File: src/rtl/bfca_pkg.sv
// ----------------------------------------------------------------------------
// bfca_pkg
// Types, codes and defaults shared by the best-fit allocator files.
// ----------------------------------------------------------------------------
package bfca_pkg;

	localparam int MaxFreeBlocksDefault = 64;
	localparam logic [31:0] RESET_REGION = 32'd65536;
	localparam logic [31:0] ALL_ONES     = 32'hFFFF_FFFF;

	localparam logic [1:0] OP_ALLOC = 2'd0;
	localparam logic [1:0] OP_FREE  = 2'd1;
	localparam logic [1:0] OP_RESET = 2'd2;

	localparam logic [1:0] ST_OK      = 2'd0;
	localparam logic [1:0] ST_NOSPACE = 2'd1;
	localparam logic [1:0] ST_FULL    = 2'd2;

	localparam logic [1:0] CFG_MODE   = 2'd0;
	localparam logic [1:0] CFG_BASE   = 2'd1;
	localparam logic [1:0] CFG_REGION = 2'd2;

	typedef struct packed {
		logic [1:0]  operation;
		logic [31:0] offset;
		logic [31:0] length;
	} in_t;

	typedef struct packed {
		logic [31:0] address;
		logic [1:0]  status;
	} out_t;

	typedef struct packed {
		logic [31:0] start;
		logic [31:0] len;
	} entry_t;

	typedef enum logic [1:0] {
		SH_NONE,
		SH_DEL,
		SH_INS
	} shift_t;

	typedef enum logic [2:0] {
		S_IDLE,
		S_SCAN,
		S_EVAL,
		S_APPLY,
		S_FIN
	} state_t;

endpackage

File: src/rtl/bfca_cell.sv
// ----------------------------------------------------------------------------
// bfca_cell
// One free-list entry: rotates along the ring, shifts, or takes a write.
// ----------------------------------------------------------------------------
module bfca_cell #(
	parameter int MAX_FREE_BLOCKS = bfca_pkg::MaxFreeBlocksDefault,
	parameter int IDX = 0
) (
	input  logic                                 clk,
	input  logic                                 arst_n,
	input  logic                                 rot,
	input  bfca_pkg::shift_t                     shift,
	input  logic [$clog2(MAX_FREE_BLOCKS)-1:0]   sidx,
	input  logic                                 wr,
	input  logic [$clog2(MAX_FREE_BLOCKS)-1:0]   widx,
	input  bfca_pkg::entry_t                     wdata,
	input  bfca_pkg::entry_t                     next_e,
	input  bfca_pkg::entry_t                     prev_e,
	output bfca_pkg::entry_t                     e
);
	import bfca_pkg::*;

	localparam int IW = $clog2(MAX_FREE_BLOCKS);
	localparam logic [IW-1:0] MY = IW'(IDX);

	entry_t e_q;

	always_ff @(posedge clk or negedge arst_n) begin
		if (!arst_n) begin
			e_q.start <= '0;
			e_q.len   <= (IDX == 0) ? RESET_REGION : '0;
		end else if (rot) begin
			e_q <= next_e;
		end else if (shift == SH_DEL && MY >= sidx) begin
			e_q <= next_e;
		end else if (shift == SH_INS && MY > sidx) begin
			e_q <= prev_e;
		end else if (wr && MY == widx) begin
			e_q <= wdata;
		end
	end

	assign e = e_q;

endmodule

File: config.mk
export PLATFORM = sky130hd
export DESIGN_NAME = bfca_cell
export DESIGN_NICKNAME = d
export VERILOG_FILES = /design/src/rtl/bfca_pkg.sv /design/src/rtl/bfca_cell.sv
export SDC_FILE = /design/constraint.sdc
export NUM_CORES = 1
export LEC_CHECK = 0
export ABC_CLOCK_PERIOD_IN_PS = 1100
export BUFFER_PORTS_ARGS = -buffer_cell sky130_fd_sc_hd__buf_2
export CAP_MARGIN = 20
export CORE_AREA = 3 3 106 108
export CTS_BUF_LIST = sky130_fd_sc_hd__clkbuf_16
export CTS_CLUSTER_DIAMETER = 120
export CTS_CLUSTER_SIZE = 8
export DETAILED_ROUTE_END_ITERATION = 6
export DIE_AREA = 0 0 109 111
export HOLD_SLACK_MARGIN = 0.02
export SETUP_SLACK_MARGIN = 0.15
export SLEW_MARGIN = 10
export SYNTH_ARGS = -nofsm -noshare
export SYNTH_HDL_FRONTEND = slang
export SYNTH_SLANG_ARGS = --single-unit
File: constraint.sdc
create_clock -name clk -period 1.1 [get_ports clk]
set_input_delay 0.22 -clock clk [delete_from_list [all_inputs] [get_ports clk]]
set_output_delay 0.22 -clock clk [all_outputs]
set_load 0.05 [all_outputs]
## After elaboration in Yosys (flattened, before gate mapping)

Index checks and enable logic that the tools add are counted.

- Flip-flop bits (word level): 64
- Input port bits: 210
- Output and inout bits: 64
- Word-level logic and storage cells: 15

- Order comparisons: 2
- Equality and inequality tests: 2
- Mux-type cells: 4
- Reduce and logical (&&, ||, !) cells: 5

Operators with widths:

| kind | count |
|---|---|
| two-way mux 64 bit | 4 |
| >= comparator 1 x 6 -> 1 bit, first input constant | 1 |
| greater-than comparator 1 x 6 -> 1 bit, first input constant | 1 |
| zero test 6 bit | 1 |
| nonzero test 4 bit | 1 |
| logical AND 1 bit | 3 |
| equality test 2 x 1 -> 1 bit, second input constant | 1 |
| equality test 2 bit, second input constant | 1 |

## Depth between registers and ports, before layout

Gate-level depths: netlist of run 1.

- Depth after elaboration: 6
- Gate-level depth with buffers: 6
- Depth with buffers taken out: 4

## Least setup slack after synthesis of run 1

OpenSTA, ideal clock, no wires.

- Path kind: input -> register
- Start: in widx[2]
- End: reg e_q, in the netlist e[14]
- Library setup time: 126 ps
- Arrival time: 1060 ps
- Data required time: 974 ps
- Path slack: -86 ps
- Stages on the path: 5
- Path buffers: 1
- Cells stage by stage: nor4b_4 -> nand2_4 -> buf_6 -> mux2i_1 -> a21oi_1

- Longest elaborated chain between the ends: 3

RTL lines:

| item | line | text |
|---|---|---|
| start, declared | bfca_cell.sv:15 | `input logic [$clog2(MAX_FREE_BLOCKS)-1:0] widx,` |
| zero test 6 bit | bfca_cell.sv:38 | `end else if (wr && MY == widx) begin` |
| logical AND 1 bit | bfca_cell.sv:38 |  |
| nonzero test 4 bit (no line) | n/a |  |
| end signal, assigned | bfca_cell.sv:35 | `e_q <= next_e;` |
| end signal, assigned | bfca_cell.sv:37 | `e_q <= prev_e;` |
| end signal, assigned | bfca_cell.sv:39 | `e_q <= wdata;` |
| end, declared | bfca_cell.sv:26 | `entry_t e_q;` |

Every way passes these cells.
A chain may end at the register's enable or synchronous reset.

## Worst setup path in the final report of run 1

- Start: in sidx[1]
- End: reg e_q, in the netlist e[41]

- Longest elaborated chain between the ends: 5
- Elaborated cells on any way between the ends: 8
- Those cells by class: order compare (2); mux (3); reduce/logical (3)

RTL lines:

| item | line | text |
|---|---|---|
| start, declared | bfca_cell.sv:13 | `input logic [$clog2(MAX_FREE_BLOCKS)-1:0] sidx,` |
| greater-than comparator 1 x 6 -> 1 bit | bfca_cell.sv:36 | `end else if (shift == SH_INS && MY > sidx) begin` |
| logical AND 1 bit | bfca_cell.sv:36 |  |
| two-way mux 64 bit | bfca_cell.sv:36 |  |
| two-way mux 64 bit | bfca_cell.sv:34 | `end else if (shift == SH_DEL && MY >= sidx) begin` |
| two-way mux 64 bit | bfca_cell.sv:32 | `end else if (rot) begin` |
| end signal, assigned | bfca_cell.sv:33 | `e_q <= next_e;` |
| end signal, assigned | bfca_cell.sv:35 |  |
| end signal, assigned | bfca_cell.sv:37 |  |

Parallel ways exist; a longest one is shown, timed or not.

==> impl_summary.log, run 1 <==
INFO  metric power.net_switching = 0.00282 W
INFO  metric fillCellCount = 753
INFO  metric vias = 3331
INFO  metric number_of_cells_after_detailed_placement = 613
INFO  metric postLayoutSetupSlackWorst = -0.193 ns
INFO  metric final_cell_area = 6860 um^2
INFO  metric grt_remaining_overflow = 0
INFO  metric type_of_the_worst_setup_path = input pin to register
INFO  metric grt_pass1_wl = 19800 um
INFO  metric ys_ff_latch = 64
INFO  metric finalCritPeriodShare = 118%
INFO  metric layout.cells.most_common = sky130_fd_sc_hd__buf_2
INFO  metric cts-root-buf = sky130_fd_sc_hd__clkbuf_16
INFO  metric timing.critical_path.arrival = 1.51 ns
INFO  metric relative_area_change_from_synthesis_to_final_layout = 128%
INFO  metric dr.first_iter.drc_count = 126
INFO  metric maxClockFrequency = 773 MHz
INFO  metric power_per_cell_area = 1230 nW/um^2
INFO  metric post_route_cells_drive_above_1_share = 75.7%
INFO  metric post_synthesis_net_count = 492
INFO  metric drt_pre_antenna_iters = 4
INFO  metric worst_hold_slack = 0.141 ns
INFO  metric track_usage = 21.7%
INFO  metric synth.yosys.seq_area_share = 53.3%
INFO  metric timing.max_cap.violations = 0
INFO  metric run_status = finished with violations
INFO  metric nNetsFinal = 757
INFO  metric flip_flop_count_of_the_largest_register_after_layout = 64
INFO  metric via_per_inst = 4.84
INFO  metric route.detailed.wl_per_inst = 20.2 um
INFO  metric cts_made_buffers = 9
INFO  metric share_comb_of_total_power = 35.6%
INFO  metric min_delay_path_depth = 3
INFO  metric number_of_hold_slack_violations_in_the_final_timing_report = 0
INFO  metric numClockSinks = 64
INFO  metric max-clock-path-buffers = 2
INFO  metric setup_total_negative_slack = -8.06 ns
INFO  metric design.core.area = 10300 um^2
INFO  metric mostFrequentLayoutCells = 139 x sky130_fd_sc_hd__buf_2, 74 x sky130_fd_sc_hd__buf_6, 63 x sky130_fd_sc_hd__dfrtp_1
INFO  metric slew_headroom = 80.6%
INFO  metric post_synthesis_cell_area = 3010 um^2
INFO  metric timing.critical_path.from_type = input pin
INFO  metric remaining_drc_errors = 0
INFO  metric intPower = 0.00566 W
INFO  metric setup_viol = 81
INFO  metric critPathRequiredTime = 1.31 ns
INFO  metric routed_wirelength = 13900 um
INFO  metric netlist-cell-type-count = 12
INFO  metric worst_hold_path_type = input pin to register
INFO  metric ys_warn_count = 0
INFO  metric floorplan.die_area = 12100 um^2
INFO  metric floorplan.die.width = 109 um
INFO  metric dpl.hpwl = 6550 um
INFO  metric clock_tree_from_tritoncts = yes
INFO  metric clock_power_share = 31.8%
INFO  metric syn-instance-count = 282
INFO  metric gp_congestion = 0.722
INFO  metric port_buffers = 209
INFO  metric critPathMaxFanout = 8
INFO  metric grt_antenna_before_repair = 0
INFO  metric die_h = 111 um
INFO  metric final_period_minus_worst_setup_slack = 1.29 ns
INFO  metric maximum_number_of_pins_on_one_net_before_global_route_repair = 34
INFO  metric pin_count = 274
INFO  metric placed_cell_areas = 4220 um^2
INFO  metric path_clk_slew = 0.06 ns
INFO  metric r2r_cells = 4
INFO  metric worst_setup_path_end_kind = register
INFO  metric seqPwrFrac = 32.6%
INFO  metric cellLeakagePower = 3.37 nW
INFO  metric violations = setup timing
INFO  metric antenna_cell_count = 0
INFO  metric ant_nets = 0
INFO  metric start_util = 29.1%
INFO  metric worst-slew-pin-transition = 0.283 ns
INFO  metric first_global_vias = 3669
INFO  metric timing.clock.skew = 0 ns
INFO  metric clock_insertion_delay_worst_skew = 0.32 ns
INFO  metric htreeDepth = 3
INFO  metric netSwitchingFraction = 33.2%
INFO  metric synth.avg_cell_area = 10.7 um^2
INFO  metric setup_repair_after_global_routing_missed_its_margin = true
INFO  metric timing_max_transition_violations_final = 0
INFO  metric max-vdd-ir-drop = 675 uV
INFO  metric rows = 37
INFO  metric finish.cell_count_without_fillers = 688
synth_stat cells, drive strengths merged:
cell   number  area [um^2]
a21oi      65          325
mux2i      64          641
nor2       64          240
dfrtp      63         1580
buf        20          138
nor4b       2         32.5
dfstp       1         26.3
nand2       1         11.3
nor3        1         10.0
nor4        1         6.26
worst paths after layout:
| kind | from | endpoint | slack [ns] |
|---|---|---|---|
| min in group asynchronous | arst_n | e[23]$_DFFE_PN0P_ | 0.46 |
| setup reg to reg | e[33]$_DFFE_PN0P_ | e[33]$_DFFE_PN0P_ | 0.09 |
| max in group asynchronous | arst_n | e[55]$_DFFE_PN0P_ | 0.33 |
| setup / recovery | sidx[1] | e[41]$_DFFE_PN0P_ | -0.19 |
| hold / removal | next_e[45] | e[45]$_DFFE_PN0P_ | 0.14 |
| hold reg to reg | e[16]$_DFFE_PN1P_ | e[16]$_DFFE_PN1P_ | 0.61 |
power by group through the flow:
stage	Combinational (W)	Clock, W	Sequential (W)
final	0.00302	0.00269	0.00276
after global routing	0.00317	0.00288	0.00278
after CTS	0.00270	0.00275	0.00275
after detailed placement	0.00179	0	0.00274
after global placement	0.00177	0	0.00273
after floorplan	0.000367	0	0.00351
what timing repair did:
action / CTS / global route
buffers inserted: 17 / 15
setup endpoints to repair: 128 / 154
gates resized for setup: 282 / 77
pin swaps: 11 / 10
gates cloned: 23 / 3
hold buffers: 1 / 0
endpoints found under the hold margin: 63 / 0
metal layers:
layer  GRT usage (%)  vias up  share of wire [%]
li1                -     1532                  -
met5               0        -                  0
met3            4.95        9                5.2
met2            39.8      140                 57
met4            5.98        0               0.79
met1            24.6     1650                 37
critical path, cell delays in order:
cell,delay (ns)
sky130_fd_sc_hd__buf_6,0.10
sky130_fd_sc_hd__nor4_4,0.34
sky130_fd_sc_hd__a21oi_4,0.11
sky130_fd_sc_hd__buf_12,0.16
sky130_fd_sc_hd__buf_16,0.15
sky130_fd_sc_hd__buf_12,0.13
sky130_fd_sc_hd__buf_16,0.15
sky130_fd_sc_hd__nor2_4,0.11
sky130_fd_sc_hd__a21oi_2,0.03
cells by family after synthesis:
group,Yosys count,synth area share (%)
simple gates,69,9.99
compound gates,65,10.8
mux,64,21.3
flops,64,53.3
buf+inv,20,4.58
cell type report:
type / count / area, um^2 / share of cell area, %
multi-input combinational: 198 / 2090 / 30.4
clock buffer: 9 / 225 / 3.28
sequential: 64 / 1600 / 23.4
timing repair buffer: 274 / 2720 / 39.6
clock inverter: 7 / 57.6 / 0.838
tap: 136 / 170 / 2.48
stage by stage:
step           setup slack [ns]  total power (W)  util [%]
2_1_floorplan           -0.0837          0.00387         -
3_3_place_gp             -0.298          0.00450      40.8
3_5_place_dp             -0.318          0.00452      40.8
4_1_cts                  -0.133          0.00820      60.9
5_1_grt                  -0.226          0.00883      66.5
6_report                 -0.193          0.00848      66.5
Note: power is estimated with default switching activity, not from simulation.
==> run 2: changes to the inputs <==
--- a/config.mk
+++ b/config.mk
@@ -20,3 +20,4 @@
 export SYNTH_ARGS = -nofsm -noshare
 export SYNTH_HDL_FRONTEND = slang
 export SYNTH_SLANG_ARGS = --single-unit
+export TNS_END_PERCENT = 1
==> run 2 against run 1 <==
The flow still finishes with violations (setup timing). Maximum frequency up 4.8%. Die area unchanged. Setup slack better by 0.059 ns. Power decreased by 8.9%. Non-clock buffer count decreased by 53. Core utilization shrank 14 points. Cell area decreased by 21%. Critical path type is now register to primary output. Critical endpoint is now e[16]. Largest power group is now sequential cells.
==> impl_summary.log, run 2 (synthesis results as in run 1) <==
INFO  metric top_layer = met4
INFO  metric design.core.area = 10300 um^2 (unchanged)
INFO  metric htreeDepth = 3 (unchanged)
INFO  metric flip_flop_count_of_the_largest_register_after_layout = 64 (unchanged)
INFO  metric timing.clock.skew = 0 ns (unchanged)
INFO  metric floorplan.die.width = 109 um (unchanged)
INFO  metric grt_pass1_wl = 14600 um (-27%)
INFO  metric run_status = finished with violations
INFO  metric critPathMaxFanout = 2 (-6)
INFO  metric met1_length = 3720 um (-28%)
INFO  metric max-vdd-ir-drop = 779 uV (+15%)
INFO  metric hold_path_startpoint = next_e[61]
INFO  metric worst-slew-pin-transition = 0.347 ns (+0.0639 ns)
INFO  metric grt_remaining_overflow = 0 (unchanged)
INFO  metric pin_count = 274 (unchanged)
INFO  metric clock_insertion_delay_worst_skew = 0.32 ns (about the same)
INFO  metric worst_setup_path_end_kind = primary output
INFO  metric drt_pre_antenna_iters = 4 (unchanged)
INFO  metric route.detailed.wl_per_inst = 15.2 um (-25%)
INFO  metric wl_met2 = 4960 um (-37%)
INFO  metric timing.critical_path.arrival = 1.01 ns (-0.50 ns)
INFO  metric type_of_the_worst_setup_path = register to primary output
INFO  metric timing.max_cap.violations = 0 (unchanged)
INFO  metric critPathBufInv = 1 (-4)
INFO  metric postLayoutSetupSlackWorst = -0.134 ns (+0.0587 ns)
INFO  metric netSwitchingFraction = 32.6% (-0.69 points)
INFO  metric die_h = 111 um (unchanged)
INFO  metric final_period_minus_worst_setup_slack = 1.23 ns (-0.0587 ns)
INFO  metric post_route_cells_drive_above_1_share = 63.1% (-13 points)
INFO  metric dr.first_iter.drc_count = 140 (+11%)
INFO  metric antenna_cell_count = 0 (unchanged)
INFO  metric cts_made_buffers = 9 (unchanged)
INFO  metric grt_antenna_before_repair = 0 (unchanged)
INFO  metric floorplan.die_area = 12100 um^2 (unchanged)
INFO  metric first_global_vias = 2965 (-19%)
INFO  metric timing.rr.start = e[16]$_DFFE_PN1P_
INFO  metric mostFrequentLayoutCells = 140 x sky130_fd_sc_hd__buf_2, 68 x sky130_fd_sc_hd__buf_6, 63 x sky130_fd_sc_hd__mux2i_1, 63 x sky130_fd_sc_hd__dfrtp_1, 34 x sky130_fd_sc_hd__a21oi_1
INFO  metric slew_headroom = 76.9% (-3.7 points)
INFO  metric vias = 2943 (-12%)
INFO  metric path_clk_slew = 0.05 ns (about the same)
INFO  metric timing.critical_path.max_delay_family = flip-flops
INFO  metric start_util = 29.1% (unchanged)
INFO  metric rows = 37 (unchanged)
INFO  metric finalCritPeriodShare = 112% (-5.3 points)
INFO  metric worst_hold_slack = 0.143 ns (+0.00257 ns)
INFO  metric intPower = 0.00521 W (-7.9%)
INFO  metric gp_congestion = 0.714 (-1.1%)
INFO  metric cellLeakagePower = 2.86 nW (-15%)
INFO  metric violations = setup timing
INFO  metric maxClockFrequency = 810 MHz (+4.8%)
INFO  metric worst_path_max_delay_cell = sky130_fd_sc_hd__dfstp_2
INFO  metric maximum_number_of_pins_on_one_net_before_global_route_repair = 65 (+91%)
INFO  metric layout.cells.most_common = sky130_fd_sc_hd__buf_2
INFO  metric clock_tree_from_tritoncts = yes
INFO  metric cts-root-buf = sky130_fd_sc_hd__clkbuf_16
INFO  metric remaining_drc_errors = 0 (unchanged)
INFO  metric share_comb_of_total_power = 29.6% (-6.0 points)
INFO  metric worst_hold_path_type = input pin to register
INFO  metric power.net_switching = 0.00251 W (-11%)
INFO  metric cp_cell_sequence = buf_8
INFO  metric setup_viol = 54 (-33%)
INFO  metric number_of_hold_slack_violations_in_the_final_timing_report = 0 (unchanged)
INFO  metric seqPwrFrac = 35.7% (+3.1 points)
INFO  metric setup_repair_after_global_routing_missed_its_margin = true
INFO  metric critical_path.startpoint = e[16]$_DFFE_PN1P_
INFO  metric critPathRequiredTime = 0.88 ns (-0.43 ns)
INFO  metric ant_nets = 0 (unchanged)
INFO  metric power_per_cell_area = 1430 nW/um^2 (+16%)
INFO  metric dpl.hpwl = 6320 um (-3.5%)
INFO  metric port_buffers = 209 (unchanged)
INFO  metric fin_util = 52.4% (-14 points)
INFO  metric setup.reg_to_reg.worst_slack = 0.25 ns (+0.16 ns)
INFO  metric timing.critical_path.from_type = register
INFO  metric max-clock-path-buffers = 2 (unchanged)
INFO  metric numClockSinks = 64 (unchanged)
INFO  metric relative_area_change_from_synthesis_to_final_layout = 79.9%
INFO  metric via_per_inst = 4.63 (-4.3%)
INFO  metric slowest_delay = 0.55 ns (+0.21 ns)
INFO  metric clock_power_share = 34.7% (+2.9 points)
INFO  metric timing_max_transition_violations_final = 0 (unchanged)
INFO  metric wire_length_on_met3 = 786 um (+9.3%)
INFO  metric routed_wirelength = 9660 um (-31%)
INFO  metric track_usage = 15.0% (-6.6 points)
INFO  metric nNetsFinal = 704 (-7.0%)
==> run 2: cell count changes in the layout (fill, tap and decap cells not counted), moves of 11 or more <==
cell | previous run | this run
sky130_fd_sc_hd__a21oi_1 | 8 | 34
sky130_fd_sc_hd__nor2_4 | 44 | 27
sky130_fd_sc_hd__a21oi_2 | 45 | 30
sky130_fd_sc_hd__nor2_1 | 5 | 20
sky130_fd_sc_hd__a21oi_4 | 12 | 1
sky130_fd_sc_hd__buf_16 | 26 | 0
sky130_fd_sc_hd__buf_4 | 18 | 3
==> run 2: worst min-delay path: cells and delay by family <==
family,cells,cell delay (ns)
and+or+nand+nor,1,0.03
AOI/OAI and AO/OA,1,0.09
buffers and inverters,1,0.07
==> run 2: final cells by class <==
class	instances	area, um^2
Clock buffer	9	225
Fill cell	916	4920
Sequential cell	64	1600
Multi-Input combinational cell	198	1670
Tap cell	136	170
Timing Repair Buffer	221	1680
Clock inverter	7	56.3
==> run 2: routing by layer <==
| metal | GRT usage [%] | vias to the layer above |
|---|---|---|
| li1 | - | 1397 |
| met5 | 0 | - |
| met2 | 25.6 | 128 |
| met3 | 4.83 | 16 |
| met4 | 5.56 | 0 |
| met1 | 17.4 | 1402 |
==> run 2: through the flow <==
stage	cells	cell area [um^2]	setup WS [ns]	total power [W]	TNS [ns]
3_5_place_dp	615	4220	-0.341	0.00452	-17.54
6_report	635	5410	-0.134	0.00772	-1.13
2_1_floorplan	282	3010	-0.0837	0.00387	-5.01
4_1_cts	632	5310	-0.146	0.00777	-0.480
3_3_place_gp	615	4220	-0.343	0.00449	-17.44
5_1_grt	635	5410	-0.157	0.00808	-5.21
==> run 2: final timing paths <==
check	to	cells after the start
min in group asynchronous	e[45]$_DFFE_PN0P_	3
setup / recovery	e[16]	1
setup reg to reg	e[16]$_DFFE_PN1P_	2
max in group asynchronous	e[16]$_DFFE_PN1P_	3
hold / removal	e[61]$_DFFE_PN0P_	3
hold reg to reg	e[26]$_DFFE_PN0P_	2
==> run 2: power by group through the flow <==
stage / clock [W] / sequential, W / combinational [W]
after floorplan: 0 / 0.00351 / 0.000363
after global placement: 0 / 0.00273 / 0.00177
after detailed placement: 0 / 0.00274 / 0.00179
after CTS: 0.00278 / 0.00275 / 0.00224
after global routing: 0.00287 / 0.00278 / 0.00242
final: 0.00268 / 0.00276 / 0.00229
==> run 2: repair_timing <==
item,in CTS,in global routing
buffers inserted,0,1
endpoints found under the setup margin,128,128
hold buffers,1,0
cloned,0,2
gates resized for setup,229,19
endpoints found under the hold margin,63,0
pin swaps,37,4
